**config.mk**
```make
export PLATFORM = sky130hd
export DESIGN_NAME = camera_chunk_header_parser
export DESIGN_NICKNAME = d
export VERILOG_FILES = /design/src/ccp_pkg.sv /design/src/ccp_decode.sv /design/src/camera_chunk_header_parser.sv
export SDC_FILE = /design/constraint.sdc
export NUM_CORES = 1
export LEC_CHECK = 0
export BUFFER_PORTS_ARGS = -buffer_cell sky130_fd_sc_hd__buf_2
export CAP_MARGIN = 20
export CORE_MARGIN = 8
export CORE_UTILIZATION = 50
export CTS_CLUSTER_SIZE = 30
export DETAILED_ROUTE_END_ITERATION = 6
export GPL_ROUTABILITY_DRIVEN = 0
export PLACE_DENSITY = 0.71
export SLEW_MARGIN = 20
export SYNTH_ARGS = -nofsm -noshare
export SYNTH_HDL_FRONTEND = slang
export SYNTH_SLANG_ARGS = --single-unit
```
**constraint.sdc**
```tcl
create_clock -name aclk -period 9.95 [get_ports aclk]
set_clock_uncertainty 0.15 [all_clocks]
set_input_delay 0.995 -clock aclk [delete_from_list [all_inputs] [get_ports aclk]]
set_output_delay 0.995 -clock aclk [all_outputs]
set_load 0.05 [all_outputs]
```
**src/ccp_pkg.sv**
```systemverilog
// Shared types and constants for the camera chunk header parser.
package ccp_pkg;

    // Default and widest supported datagram length
    localparam int MAX_PACKET_BYTES_DEF = 65535;
    // Width that holds any byte count up to the saturation value 65536
    localparam int CNT_EXT_W = 17;

    // Layout mode register codes
    localparam logic [1:0] MODE_AUTO    = 2'd0;
    localparam logic [1:0] MODE_LEGACY  = 2'd1;
    localparam logic [1:0] MODE_STAMPED = 2'd2;

    // Status codes
    localparam logic [3:0] ST_OK          = 4'd0;
    localparam logic [3:0] ST_SHORT       = 4'd1;
    localparam logic [3:0] ST_BAD_MAGIC   = 4'd2;
    localparam logic [3:0] ST_STAMP_SHORT = 4'd3;
    localparam logic [3:0] ST_NSEC_RANGE  = 4'd4;
    localparam logic [3:0] ST_INDEX_RANGE = 4'd5;
    localparam logic [3:0] ST_SIZE_BAD    = 4'd6;
    localparam logic [3:0] ST_BAD_TAIL    = 4'd7;
    localparam logic [3:0] ST_TOO_LONG    = 4'd8;

    // Header limits
    localparam logic [31:0] MAX_INDEX    = 32'd10000;
    localparam logic [31:0] MAX_DECLARED = 32'd104857600;
    localparam logic [31:0] NS_PER_SEC   = 32'd1000000000;
    localparam logic [CNT_EXT_W-1:0] LEGACY_MIN  = 17'd13;
    localparam logic [CNT_EXT_W-1:0] STAMPED_MIN = 17'd21;
    localparam logic [4:0] STAMPED_OFFSET = 5'd19;
    localparam logic [4:0] LEGACY_OFFSET  = 5'd11;

    // Header byte window (positions 3..18)
    localparam logic [CNT_EXT_W-1:0] HDR_FIRST = 17'd3;
    localparam logic [CNT_EXT_W-1:0] HDR_LAST  = 17'd18;

    // Magic and tail characters
    localparam logic [7:0] CH_M = 8'h4D;
    localparam logic [7:0] CH_O = 8'h4F;
    localparam logic [7:0] CH_R = 8'h52;
    localparam logic [7:0] CH_A = 8'h41;
    localparam logic [7:0] CH_E = 8'h45;
    localparam logic [7:0] CH_I = 8'h49;

    // One decoded chunk descriptor
    typedef struct packed {
        logic [3:0]  status;
        logic        layout_used;
        logic [31:0] seconds;
        logic [31:0] nanoseconds;
        logic [31:0] chunk_index;
        logic [31:0] size_decl;
        logic        tail_final;
        logic [4:0]  pay_start;
        logic [15:0] payload_length;
        logic [15:0] packet_length;
    } ccp_desc_t;

endpackage

```
**src/ccp_decode.sv**
```systemverilog
// Descriptor decode: checks and field extraction at the final byte of a datagram.
module ccp_decode #(
    parameter int MAX_PACKET_BYTES = ccp_pkg::MAX_PACKET_BYTES_DEF
) (
    input  logic [ccp_pkg::CNT_EXT_W-1:0] count,
    input  logic [15:0][7:0]              hdr,
    input  logic                          magic_ok,
    input  logic [7:0]                    prev_byte,
    input  logic [7:0]                    cur_byte,
    input  logic [1:0]                    layout_mode,
    output ccp_pkg::ccp_desc_t            desc
);
    import ccp_pkg::*;

    localparam logic [CNT_EXT_W-1:0] MAX_CNT = CNT_EXT_W'(MAX_PACKET_BYTES);
    localparam logic [CNT_EXT_W-1:0] PLEN_MAX = 17'd65535;

    logic [31:0]          w0, w1, w2, w3;
    logic                 too_long, short_pkt, long_enough, auto_stamped;
    logic                 stamped;
    logic [3:0]           status;
    logic [31:0]          idx, decl;
    logic [4:0]           offset;
    logic [CNT_EXT_W-1:0] avail;
    logic                 tail_ok;

    // Little-endian header words
    assign w0 = hdr[3:0];
    assign w1 = hdr[7:4];
    assign w2 = hdr[11:8];
    assign w3 = hdr[15:12];

    assign too_long     = count > MAX_CNT;
    assign short_pkt    = count < LEGACY_MIN;
    assign long_enough  = count >= STAMPED_MIN;
    assign auto_stamped = long_enough && (w1 < NS_PER_SEC) && (w2 < MAX_INDEX)
                          && (w3 < MAX_DECLARED);
    assign tail_ok      = ((prev_byte == CH_A) || (prev_byte == CH_E)) && (cur_byte == CH_I);

    // Layout choice
    always_comb begin
        case (layout_mode)
            MODE_LEGACY:  stamped = 1'b0;
            MODE_STAMPED: stamped = 1'b1;
            default:      stamped = auto_stamped;
        endcase
    end

    assign idx    = stamped ? w2 : w0;
    assign decl   = stamped ? w3 : w1;
    assign offset = stamped ? STAMPED_OFFSET : LEGACY_OFFSET;
    assign avail  = count - CNT_EXT_W'(offset) - 17'd2;

    // Checks in priority order
    always_comb begin
        if (too_long) begin
            status = ST_TOO_LONG;
        end else if (short_pkt) begin
            status = ST_SHORT;
        end else if (!magic_ok) begin
            status = ST_BAD_MAGIC;
        end else if (stamped && !long_enough) begin
            status = ST_STAMP_SHORT;
        end else if (stamped && (w1 >= NS_PER_SEC)) begin
            status = ST_NSEC_RANGE;
        end else if (idx >= MAX_INDEX) begin
            status = ST_INDEX_RANGE;
        end else if ((decl == 32'd0) || (decl >= MAX_DECLARED)) begin
            status = ST_SIZE_BAD;
        end else if (!tail_ok) begin
            status = ST_BAD_TAIL;
        end else begin
            status = ST_OK;
        end
    end

    // Assemble descriptor; error beats keep only status and length
    always_comb begin
        desc = '0;
        desc.status        = status;
        desc.packet_length = (count > PLEN_MAX) ? 16'hFFFF : count[15:0];
        if (status == ST_OK) begin
            desc.layout_used    = stamped;
            desc.seconds        = stamped ? w0 : 32'd0;
            desc.nanoseconds    = stamped ? w1 : 32'd0;
            desc.chunk_index    = idx;
            desc.size_decl      = decl;
            desc.tail_final     = (prev_byte == CH_E);
            desc.pay_start      = offset;
            desc.payload_length = (decl <= 32'(avail)) ? decl[15:0] : avail[15:0];
        end
    end

endmodule

```
**src/camera_chunk_header_parser.sv**
```systemverilog
// Top level of the camera chunk header parser: byte intake, header capture, output register.
// The parser takes one datagram byte per beat on the s_ channel and, on the beat flagged
// s_last_byte, loads one chunk descriptor into the output register on the m_ channel. It
// accepts a byte every cycle; a byte is held off only while a descriptor sits in the output
// register and m_ready is low. Bytes 3..18 are captured as they pass, the "MOR" magic is
// checked on bytes 0..2, and all checks run combinationally on the final byte. Datagrams
// longer than MAX_PACKET_BYTES report too_long. layout_mode selects auto-detect (0 or 3),
// legacy (1) or timestamped (2); write it only while the parser is idle (not enforced).
module camera_chunk_header_parser #(
    parameter int MAX_PACKET_BYTES = ccp_pkg::MAX_PACKET_BYTES_DEF
) (
    input  logic        aclk,
    input  logic        aresetn,
    // configuration
    input  logic        cfg_we,
    input  logic [1:0]  cfg_wdata,
    // byte input
    input  logic        s_valid,
    output logic        s_ready,
    input  logic [7:0]  s_data_byte,
    input  logic        s_last_byte,
    // descriptor output
    output logic        m_valid,
    input  logic        m_ready,
    output logic [3:0]  m_status,
    output logic        m_layout_used,
    output logic [31:0] m_seconds,
    output logic [31:0] m_nanoseconds,
    output logic [31:0] m_chunk_index,
    output logic [31:0] m_declared_size,
    output logic        m_is_final,
    output logic [4:0]  m_payload_offset,
    output logic [15:0] m_payload_length,
    output logic [15:0] m_packet_length
);
    import ccp_pkg::*;

    localparam int CNT_W = $clog2(MAX_PACKET_BYTES + 2);
    localparam logic [CNT_W-1:0] LIMIT = CNT_W'(MAX_PACKET_BYTES + 1);

    logic [1:0]       mode_reg;
    logic [CNT_W-1:0] count_reg, count_next;
    logic             magic_reg, magic_next;
    logic [7:0]       prev_reg;
    logic [15:0][7:0] hdr_reg;
    logic             m_valid_reg;
    ccp_desc_t        desc_reg, desc_next;

    logic                 accept;
    logic [CNT_EXT_W-1:0] pos_ext, count_ext;
    logic [CNT_EXT_W-1:0] hdr_off;
    logic                 hdr_we;

    assign s_ready = !m_valid_reg || m_ready;
    assign accept  = s_valid && s_ready;

    // Position of this byte and saturating count including it
    assign pos_ext    = CNT_EXT_W'(count_reg);
    assign count_next = (count_reg < LIMIT) ? count_reg + CNT_W'(1) : LIMIT;
    assign count_ext  = CNT_EXT_W'(count_next);
    assign hdr_off    = pos_ext - HDR_FIRST;
    assign hdr_we     = (pos_ext >= HDR_FIRST) && (pos_ext <= HDR_LAST);

    // Magic check on the first three bytes
    always_comb begin
        magic_next = magic_reg;
        if (pos_ext == 17'd0 && s_data_byte != CH_M) magic_next = 1'b0;
        if (pos_ext == 17'd1 && s_data_byte != CH_O) magic_next = 1'b0;
        if (pos_ext == 17'd2 && s_data_byte != CH_R) magic_next = 1'b0;
    end

    ccp_decode #(
        .MAX_PACKET_BYTES(MAX_PACKET_BYTES)
    ) u_decode (
        .count      (count_ext),
        .hdr        (hdr_reg),
        .magic_ok   (magic_next),
        .prev_byte  (prev_reg),
        .cur_byte   (s_data_byte),
        .layout_mode(mode_reg),
        .desc       (desc_next)
    );

    // Configuration register
    always_ff @(posedge aclk) begin
        if (!aresetn) begin
            mode_reg <= MODE_AUTO;
        end else if (cfg_we) begin
            mode_reg <= cfg_wdata;
        end
    end

    // Per-datagram control state
    always_ff @(posedge aclk) begin
        if (!aresetn) begin
            count_reg <= '0;
            magic_reg <= 1'b1;
            prev_reg  <= '0;
        end else if (accept) begin
            if (s_last_byte) begin
                count_reg <= '0;
                magic_reg <= 1'b1;
                prev_reg  <= '0;
            end else begin
                count_reg <= count_next;
                magic_reg <= magic_next;
                prev_reg  <= s_data_byte;
            end
        end
    end

    // Header byte capture
    always_ff @(posedge aclk) begin
        if (accept && hdr_we) begin
            hdr_reg[hdr_off[3:0]] <= s_data_byte;
        end
    end

    // Output register
    always_ff @(posedge aclk) begin
        if (!aresetn) begin
            m_valid_reg <= 1'b0;
        end else if (accept && s_last_byte) begin
            m_valid_reg <= 1'b1;
        end else if (m_ready) begin
            m_valid_reg <= 1'b0;
        end
    end

    always_ff @(posedge aclk) begin
        if (accept && s_last_byte) begin
            desc_reg <= desc_next;
        end
    end

    assign m_valid          = m_valid_reg;
    assign m_status         = desc_reg.status;
    assign m_layout_used    = desc_reg.layout_used;
    assign m_seconds        = desc_reg.seconds;
    assign m_nanoseconds    = desc_reg.nanoseconds;
    assign m_chunk_index    = desc_reg.chunk_index;
    assign m_declared_size  = desc_reg.size_decl;
    assign m_is_final       = desc_reg.tail_final;
    assign m_payload_offset = desc_reg.pay_start;
    assign m_payload_length = desc_reg.payload_length;
    assign m_packet_length  = desc_reg.packet_length;

endmodule
```
### Word-level counts from Yosys, hierarchy flattened

Index checks and enable logic that the tools add are counted.

* muxes and demuxes: 25
* $lt $le $gt $ge: 15
* $add $sub $neg: 4
* reductions and logical operators: 24
* equality and inequality tests: 10

Operator list (count)
* $bwmux W128: 1
* $mux W32: 2
* $mux W17: 2
* $demux W8 S4: 1
* $ge A32 B14 Y1 const B: 1
* $ge A32 B27 Y1 const B: 1
* $ge A32 B30 Y1 const B: 1
* $le A32 B17 Y1: 1
* $logic_not A32 Y1: 1
* $lt A32 B14 Y1 const B: 1
* $lt A32 B27 Y1 const B: 1
* $lt A32 B30 Y1 const B: 1
* $mux W4: 7
* $eq A8 B7 Y1 const B: 3
* $ne A8 B7 Y1 const B: 3
* $add A17 B1 Y17 const B: 1
* $eq A17 B1 Y1 const B: 1
* $eq A17 B2 Y1 const B: 1
* $ge A17 B2 Y1 const B: 1
* $ge A17 B5 Y1 const B: 1
* $gt A17 B16 Y1 const B: 1
* $le A17 B5 Y1 const B: 1
* $logic_not A17 Y1: 1
* $lt A17 B17 Y1 const B: 1
* other kinds (20): 42

* logic and storage cells: 109
* bits of input ports: 16
* flip-flop bits (word level): 328

### Logic depth before layout (Yosys ltp)

Gate-level depths: netlist of the first run.

* depth after elaboration: 19
* mapped depth: 36
* gate-level depth less buffers: 30

### Modules after synthesis

A second synthesis of the first run with hierarchy kept.

* cells, all modules: 1187
* area total of the unflattened synthesis: 15026.9 um^2

Modules (own cells, without submodules)
* camera_chunk_header_parser: cells each 555, sequential area each 9559.2 um^2, area each 10898.0 um^2, times used 1
* ccp_decode: cells each 632, sequential area each 0.0 um^2, area each 4129.0 um^2, times used 1

### Least setup slack after synthesis of the first run

No wires, ideal clock.

* path type: reg2reg
* start: reg count_reg[1]
* end: reg desc_reg (netlist bit m_payload_length[10]), data pin
* data arrival time: 6.884 ns
* buffers on the path: 5
* stages on the path, launching flop included: 31
* library setup time: 0.269 ns
* setup slack: 2.647 ns
* cells stage by stage: dfxtp_1 ha_1 nand2_1 nor3_1 mux2_2 or4_4 nor3_4 a22oi_1 buf_2 buf_2 clkbuf_1 ha_1 inv_1 ha_1 a21oi_1 nor2b_1 nor3_1 nor3b_1 nand3b_1 xor2_1 ha_1 nand4_1 nor4_1 nand2_1 o21ai_0 a21oi_1 or3b_2 mux2i_1 buf_2 buf_2 a211oi_1

* elaborated cells on any way between the ends: 41
* those cells by class: 3 x add/sub; 7 x order compare; 2 x eq/ne; 16 x mux; 13 x reduce/logical

RTL lines
* from (decl): line camera_chunk_header_parser.sv:42 `logic [CNT_W-1:0] count_reg, count_next;`
* from (signal assigned): line camera_chunk_header_parser.sv:105 `count_reg <= count_next;`
* $add A17 B1 Y17 or $lt A17 B17 Y1 (tied branches): line camera_chunk_header_parser.sv:59 `assign count_next = (count_reg < LIMIT) ? count_reg + CNT_W'(1) : LIMIT;`
* $mux W17 *: line camera_chunk_header_parser.sv:59
* $ge A17 B5 Y1 *: line ccp_decode.sv:35 `assign long_enough = count >= STAMPED_MIN;`
* $logic_and A1 B1 Y1 * (2 in a row): line ccp_decode.sv:36 `assign auto_stamped = long_enough && (w1 < NS_PER_SEC) && (w2 < MAX_INDEX)`
* $logic_and A1 B1 Y1 *: line ccp_decode.sv:37 `&& (w3 < MAX_DECLARED);`
* $pmux W1 S2 *: line ccp_decode.sv:42 `case (layout_mode)`
* $mux W5 *: line ccp_decode.sv:51 `assign offset = stamped ? STAMPED_OFFSET : LEGACY_OFFSET;`
* via u_decode.offset[4]: line ccp_decode.sv:23 `logic [4:0] offset;`
* $sub A17 B5 Y17 *: line ccp_decode.sv:52 `assign avail = count - CNT_EXT_W'(offset) - 17'd2;`
* $sub A17 B2 Y17 *: line ccp_decode.sv:52
* $le A32 B17 Y1: line ccp_decode.sv:90 `desc.payload_length = (decl <= 32'(avail)) ? decl[15:0] : avail[15:0];`
* $mux W16 *: line ccp_decode.sv:90
* to (signal assigned): line camera_chunk_header_parser.sv:132 `desc_reg <= desc_next;`
* to (decl): line camera_chunk_header_parser.sv:47 `ccp_desc_t desc_reg, desc_next;`

Mark *: on every way through the listed nets, which the timed path passes. The rest lies on a longest branch.
A chain may end at the register's enable or synchronous reset.

### Worst setup path after layout of the first run

* start: reg count_reg[0]
* end: reg desc_reg (netlist bit m_payload_length[1]), data pin

* cells in the longest elaborated chain, start to end: 18
* elaborated cells on any way between the ends: 41
* those cells by class: 3 x add/sub; 7 x order compare; 2 x eq/ne; 16 x mux; 13 x reduce/logical

RTL lines
* parallel branches: the longest is 18 deep, another holds $le A32 B17 Y1

Parallel ways; which one is timed is not known.

==> metrics, run 1 <==
Initial Utilization about 51%; CTS clk-pin slew, worst paths ~0.060 ns; CP endpoint m_payload_length[1]; Max Cap Violations 0; nets@finish 1,321; H-tree levels 2; Leakage Power 6.129 nW; Final Max Slew Viols 0; fmax about 0.11 GHz; critical path data arrival time between 9 and 10 ns; final hold viol count 0; post-synth top area cell edfxtp_1; Pwr Total ~2.9 mW; post-CTS sizing 0; ys flop type edfxtp_1; RSZ-0062 raised after global routing no; delay-heaviest family, CP simple AND/OR/NAND/NOR gates; DIE WIDTH approximately 180 um; Mapped Area 0.01402 mm2; largest net degree at the start of global routing about 100; HPWL after detailed placement ~23,000 um; CTS tree done; reg2reg setup slack between 1 and 1.5 ns; Fillers around 2,200; most common cell after layout, fill and taps aside edfxtp_1; setup TNS 0 ns; Async SR Flop Fraction 0%; FF-to-FF path depth 30; Crit Reg-Reg Startpoint count_reg[0]; Tmin final 8.886 ns; crit-path max FO a little over 100; io pins 189; CTS Buffer Depth 3; critical path class reg2reg; Port Buffers ~190; Max-Slew Margin vs Limit a little over a third; die area 0.03366 mm2; register bit total from synthesis 325; first-pass GRT wire length around 51,000 um; most used cell, CP ha_1; capture point of the worst reg-to-reg path m_payload_length[1]; mean area per synthesized cell between 10 and 15 um2; Area contributors post-synth edfxtp_1 63%, dfxtp_1 4.1%, and3_1 3.0%; DRC viols 0; drt initial violations 941; Core Area approximately 0.028 mm2; Core Rows 61; status finished, final reports clean; CTS Sinks about 330; routed wire length 33,180 um; Worst path depth 30; crit path from count_reg[0]; hold slack 0.3467 ns; cts bufs inserted 34; max FFs per register 128; wire per inst between 15 and 20 um; Overflow after GRT 0; Seq/Total Area, Yosys between 60 and 70%; Max IR drop VDD 0.1001 mV; Routed Antenna Nets 0; initial antenna violation count 0; cell area power density roughly 180 mW/mm2; area delta synth->final 16.39%; CTS Hold Buffers Added 0; Synth Instances 1,076; CP max stage cell inv_2; CP endpoint kind flop; detailed-route via count just over 9,000; worst-margin pin slew about 0.97 ns; Tot GR Track Use between 10% and 20%; Synthesis Warnings 0; min-delay worst type reg2reg; startpoint types flop; drt first pass iters 5; fraction of layout cells with a size suffix above 1 around a fifth; antenna cells 0; most frequent cells in the layout 296 x edfxtp_1, 187 x buf_2, 95 x nand2_1; Vias/cell around 5.5; CP bufs+invs 5; period utilisation layout 89.31%; CP required about 10 ns; CP peak stage delay approximately 0.69 ns; worst skew pair latency roughly 0.51 ns; number of flops mapped to enable cells by yosys ~300; clock root cell clkbuf_16; endpoints failing setup 0; Die Y ~180 um; post-CTS setup buffer count 0; post-synth top area share roughly 63%; vias in the first global route between 8,000 and 9,000; synth unique cells 63
==> layer usage <==
layer	wire (um)	vias up	share of wire, %	GRT usage, %
li1	-	4369	-	-
met1	13660	4476	41	24.42
met2	16630	324	50	32.97
met3	2084	49	6.3	3.142
met4	793	0	2.4	6.148
met5	0	-	0	0
==> power breakdown <==
group	internal (mW)	switching, mW	total, mW
sequential	1.52	0.0116	1.53
combinational	0.0365	0.174	0.210
clock	0.672	0.508	1.18
==> cell type report <==
type | instances | area [um2] | area share [%]
timing repair buffer | 193 | 980.9 | 6.009
tap | 378 | 473.0 | 2.897
inverter | 33 | 133.9 | 0.8202
clock inverter | 23 | 158.9 | 0.9735
sequential | 325 | 9469 | 58.01
multi-input combinational | 686 | 4224 | 25.88
clock buffer | 37 | 883.3 | 5.412
==> worst min path at each step <==
stage | start | end | depth (start not counted)
2_1_floorplan | magic_reg | magic_reg | 2
3_3_place_gp | magic_reg | magic_reg | 2
3_5_place_dp | magic_reg | magic_reg | 2
4_1_cts | magic_reg | magic_reg | 2
5_1_grt | magic_reg | magic_reg | 2
6_report | magic_reg | magic_reg | 2
==> cells by family (layout without fill, tap and decap cells) <==
family	count (synthesis)	count (layout)	share of synthesized area [%]
xor+xnor	22	22	1.374
flops	325	325	67.52
mux	26	26	1.927
compound gates	142	142	6.388
fa+ha+maj	32	32	2.908
other cells	1	26	0.02674
buf+inv	90	286	3.105
simple gates	438	438	16.75
==> synthesized netlist by cell type (5+ instances only) <==
cell type  count
clkbuf_1      26
o21ai_0       21
mux2_2         8
a211oi_1      12
buf_1          5
nor3b_1       13
nand4_1        9
nand4b_1       6
ha_1          31
nand3_1       19
nor2_1        74
edfxtp_1     296
xor2_1         8
and2_1        11
dfxtp_1       29
or3_1         10
mux2i_1       18
a22oi_1       10
nand3b_1       5
buf_6          8
nor4_1        26
or4_1          8
nand2b_1       7
a21boi_0       5
nand2_1       95
a21oi_1       58
and3_1        67
o21a_1        10
nor3_1        29
or2_2          5
xnor2_1       14
inv_1         31
nor2b_1       42
buf_2         14
==> through the flow <==
stage	setup WS [ns]	util (%)	cells	area [um2]
CTS	1.054	58.92	1675	16320
global route	0.2724	58.92	1675	16320
detailed placement	1.112	55.16	1615	15280
finish	1.064	58.92	1675	16320
global placement	1.326	55.16	1615	15280
floorplan	2.647	-	1101	14120
==> tightest hold or removal path, delay by kind of cell (launching register included) <==
| kind | cells | cell delay [ns] |
|---|---|---|
| DFF | 1 | 0.35 |
| and+or+nand+nor | 1 | 0.05 |
| AOI/OAI and AO/OA | 1 | 0.07 |
(Power assumes the default switching activity.)
==> run 2: changes to the inputs <==
PLACE_DENSITY = 0.74   (was 0.71)
clock period = 7.5 ns   (was 9.95 ns; I/O delays follow)
==> run 2 against run 1 <==
  * Non-clock buffer count rose by 9
  * Register-to-register slack got worse by 0.58 ns
  * Clock-buffer cell count rose by 10
  * Cell count rose by 0.42%
  * Sequential power rose by 33%
  * Setup slack got worse by 0.58 ns
  * Worst hold slack got worse by 0.024 ns
  * Critical path type unchanged
  * Critical endpoint is now m_payload_length[2]
  * Largest cell class unchanged
  * Largest power group unchanged
==> metrics, run 2 (same netlist as run 1, synthesis figures left out) <==
status finished, final reports clean; Overflow after GRT 0; DRC viols 0; cell area power density 236.7 mW/mm2; first-pass GRT wire length between 50,000 and 60,000 um; routed wire length approximately 33,000 um; Port Buffers roughly 190; crit-path max FO 31; Core Rows between 60 and 70; capture point of the worst reg-to-reg path m_payload_length[2]; HPWL after detailed placement around 22,000 um; Met3 Wirelength ~2600 um; WHS Endpoint magic_reg; final hold viol count 0; area delta synth->final 16.87%; CTS Buffer Depth 3; detailed-route via count about 9,400; Finished Layout Cells roughly 1,700; Top Layer Used met4; drt initial violations about 1,000; fmax ~0.14 GHz; CP endpoint kind flop; most common cell after layout, fill and taps aside edfxtp_1; Die Y approximately 180 um; DIE WIDTH about 180 um; io pins approximately 190; CTS Sinks 325; Placed Cells around 1,600; Max Cap Violations 0; min-delay src magic_reg; Core Area roughly 0.028 mm2; met2 WL between 15,000 and 20,000 um; endpoints failing setup 0; CTS clk-pin slew, worst paths around 0.060 ns; largest net degree at the start of global routing 100; Vias/cell approximately 5.6; Initial Utilization between 50% and 60%; max FFs per register 128; final setup margin around 0.48 ns; Max-Slew Margin vs Limit a little under a third; initial antenna violation count 0; Leakage Power about 6.2 nW; Crit Reg-Reg Startpoint count_reg[2]; FF-to-FF path depth 27; Tot GR Track Use about a fifth; CTS tree done; RSZ-0062 raised after global routing no; most frequent cells in the layout 296 x edfxtp_1, 187 x buf_2, 95 x nand2_1; startpoint types flop; period utilisation layout between 90% and 100%; Max IR drop VDD 0.1251 mV; met1 WL ~13,000 um; pre-CTS WS 0.5610 ns; wire per inst 19.79 um; vias in the first global route 9,128; drt first pass iters 5; Tmin final ~7 ns; Final Max Slew Viols 0; cts bufs inserted 34; setup TNS 0 ns; critical path data arrival time 7.10 ns; reg2reg setup slack 0.48 ns; critical path class reg2reg; fraction of layout cells with a size suffix above 1 about a fifth; Hold Path Depth 2; antenna cells 0; die area between 0.03 and 0.04 mm2; worst skew pair latency 0.51 ns; nets@finish between 1,000 and 1,500; min-delay worst type reg2reg; Routed Antenna Nets 0; clock root cell clkbuf_16; worst-margin pin slew ~1.0 ns; CP required roughly 7.6 ns; H-tree levels 2; post-CTS setup buffer count 0
## run 2: how the worst max path moves through the flow
| stage | start | end | slack, ns | cells past startpoint |
|---|---|---|---|---|
| after global placement | count_reg[3] | m_payload_length[2] | 0.65 | 27 |
| after floorplan | count_reg[1] | m_payload_length[10] | 0.20 | 30 |
| final | count_reg[2] | m_payload_length[2] | 0.48 | 27 |
| after CTS | count_reg[3] | m_payload_length[2] | 0.51 | 27 |
| after global routing | count_reg[2] | m_payload_length[2] | 0.008 | 27 |
| after detailed placement | count_reg[2] | m_payload_length[2] | 0.56 | 27 |
## run 2: worst max-delay path: stages (launching register included)
cell,delay [ns]
dfxtp_1,0.60
nand4_2,0.23
nor4_1,0.37
mux2_2,0.47
or4_4,0.52
nor3_4,0.23
a22oi_2,0.13
ha_1,0.30
inv_1,0.04
ha_1,0.30
a21oi_1,0.22
nor2b_1,0.08
nor3_1,0.22
nor3b_1,0.23
buf_4,0.16
nand2_1,0.06
xor2_1,0.17
ha_1,0.35
nand4_1,0.14
nor4_1,0.29
nand2_1,0.07
o21ai_0,0.07
a21oi_1,0.08
or3b_2,0.49
mux2i_2,0.15
buf_4,0.32
mux2i_1,0.23
nor2_1,0.05
## run 2: what timing repair did
item	4_1_cts	5_1_grt
resized for setup	0	2
setup endpoints to repair	0	13
hold buffers	0	0
## run 2: report_power, final
group / internal, mW / leakage [nW] / total (mW) / switching, mW
combinational: 0.0490 / 2.79 / 0.281 / 0.232
clock: 0.900 / 0.492 / 1.57 / 0.666
sequential: 2.02 / 2.88 / 2.03 / 0.0142
## run 2: routing by layer
metal | track usage, % | vias up
li1 | - | 4394
met1 | 24.37 | 4536
met2 | 33.52 | 380
met3 | 3.419 | 65
met4 | 5.888 | 0
met5 | 0 | -
## run 2: cell type report
class / instances / area, um2
Clock buffer: 47 / 920.9
Clock inverter: 11 / 103.9
Fill cell: 2139 / 11310
Inverter: 33 / 133.9
Multi-Input combinational cell: 686 / 4242
Sequential cell: 325 / 9469
Tap cell: 378 / 473.0
Timing Repair Buffer: 202 / 1049
## run 2: through the flow
step,total power [mW],hold slack (ns),cell area [um2],util (%)
finish,3.880,0.3231,16390,59.16
global route,3.993,0.3432,16390,59.16
CTS,3.906,0.3232,16370,59.10
detailed placement,2.354,0.3058,15350,55.40
global placement,2.351,0.3075,15350,55.40
floorplan,2.278,0.2774,14120,-
==> run 3: changes to the inputs <==
PLACE_DENSITY = 0.71   (was 0.74)
clock period = 8.5 ns   (was 7.5 ns; I/O delays follow)
==> run 3 against run 2 <==
  * Setup slack gained 0.12 ns
  * Non-clock buffer count decreased by 8
  * Die area is the same
  * Sequential power decreased by 12%
  * Global-route usage decreased by 0.18 points
  * Via count decreased by 1.4%
  * Critical endpoint unchanged
  * Largest power group unchanged
==> metrics, run 3 (same netlist as run 1, synthesis figures left out) <==
die area approximately 0.034 mm2; fraction of layout cells with a size suffix above 1 between 20 and 25%; Tmin final 7.897 ns; largest net degree at the start of global routing 100; Max IR drop VDD between 0.1 and 0.15 mV; endpoints failing setup 0; nets@finish roughly 1,300; vias in the first global route 9,018; CP bufs+invs 3; critical path class reg2reg; drt first pass iters 6; CTS clk-pin slew, worst paths approximately 0.06 ns; CTS Sinks around 330; Worst path depth 28; Routed Antenna Nets 0; Final Max Slew Viols 0; fmax ~0.13 GHz; Initial Utilization about half; Max Cap Violations 0; HPWL after detailed placement about 23,000 um; Hold Path Depth 2; period utilisation layout roughly 93%; Post-DP Area between 0.015 and 0.02 mm2; H-tree levels 2; setup TNS 0 ns; antenna cells 0; worst-margin pin slew approximately 0.97 ns; crit-path max FO 31; most common cell after layout, fill and taps aside edfxtp_1; Overflow after GRT 0; most frequent cells in the layout 296 x edfxtp_1, 187 x buf_2, 95 x nand2_1; clock root cell clkbuf_16; DIE WIDTH 183.5 um; routed wire length ~33,000 um; Vias/cell roughly 5.5; CP endpoint kind flop; delay-heaviest family, CP simple AND/OR/NAND/NOR gates; io pins 189; Leakage Power 6.160 nW; CP peak stage delay roughly 0.56 ns; CTS Buffer Depth 3; Post-Route Utilization 59.31%; RSZ-0062 raised after global routing no; Tot GR Track Use roughly a fifth; Die Y approximately 180 um; Core Area about 0.028 mm2; DRC viols 0; final hold viol count 0; startpoint types flop; drt initial violations roughly 900; Final Cell Area ~0.016 mm2; cts bufs inserted 35; worst skew pair latency 0.52 ns; CTS Hold Buffers Added 0; area delta synth->final 17.17%; max FFs per register about 130; cell area power density around 220 mW/mm2; Port Buffers approximately 190; first-pass GRT wire length between 50,000 and 60,000 um; Max-Slew Margin vs Limit a little over a third; initial antenna violation count 0; detailed-route via count 9,243; Core Rows just over 60; status finished, final reports clean; CP max stage cell ha_1; min-delay worst type reg2reg; FF-to-FF path depth 28; CTS tree done; post-CTS sizing 0; most used cell, CP ha_1; critical path data arrival time between 7 and 8 ns; post-CTS setup buffer count 0; wire per inst about 20 um; CP required approximately 8.6 ns
==> run 3: final timing paths <==
check	start	endpoint	slack [ns]
worst min register to register	magic_reg	magic_reg	0.33
worst min-delay path	magic_reg	magic_reg	0.33
worst max-delay path	count_reg[0]	m_payload_length[2]	0.60
worst max register to register	count_reg[0]	m_payload_length[2]	0.60
==> run 3: final cells by class <==
| type | instances | area (um2) |
|---|---|---|
| Tap cell | 378 | 473.0 |
| Fill cell | 2201 | 11270 |
| Sequential cell | 325 | 9469 |
| Clock inverter | 18 | 214.0 |
| Clock buffer | 44 | 930.9 |
| Inverter | 33 | 133.9 |
| Timing Repair Buffer | 194 | 988.4 |
| Multi-Input combinational cell | 686 | 4224 |
==> run 3: worst register-to-register path, delay by kind of cell, from the launching register on <==
family	cells	cell delay (ns)
adder cells (fa/ha/maj)	4	1.50
AND/OR/NAND/NOR	12	3.44
flip-flops	1	0.55
buffers and inverters	3	0.48
AO/OA/AOI/OAI	6	0.67
multiplexers	3	0.85
==> run 3: where the power goes <==
part	switching [mW]	internal (mW)	leakage [nW]
clock	0.604	0.903	0.544
combinational	0.203	0.0428	2.74
sequential	0.0134	1.78	2.88
total	0.820	2.73	6.16
==> run 3: per-layer routing <==
layer | track usage (%) | vias up | part of all wire [%]
li1 | - | 4379 | -
met3 | 3.004 | 53 | 7.4
met1 | 24.58 | 4452 | 41
met4 | 5.823 | 0 | 2.3
met5 | 0 | - | 0
met2 | 33.02 | 359 | 49
==> run 3: stage by stage <==
step	std cells	hold slack [ns]	worst slack, ns	power, mW
after global routing	1678	0.3846	0.1087	3.643
final	1678	0.3342	0.6030	3.548
after CTS	1678	0.3377	0.7282	3.570
after global placement	1616	0.2942	0.9692	2.074
after floorplan	1101	0.2774	1.197	2.010
after detailed placement	1616	0.2976	0.8008	2.076
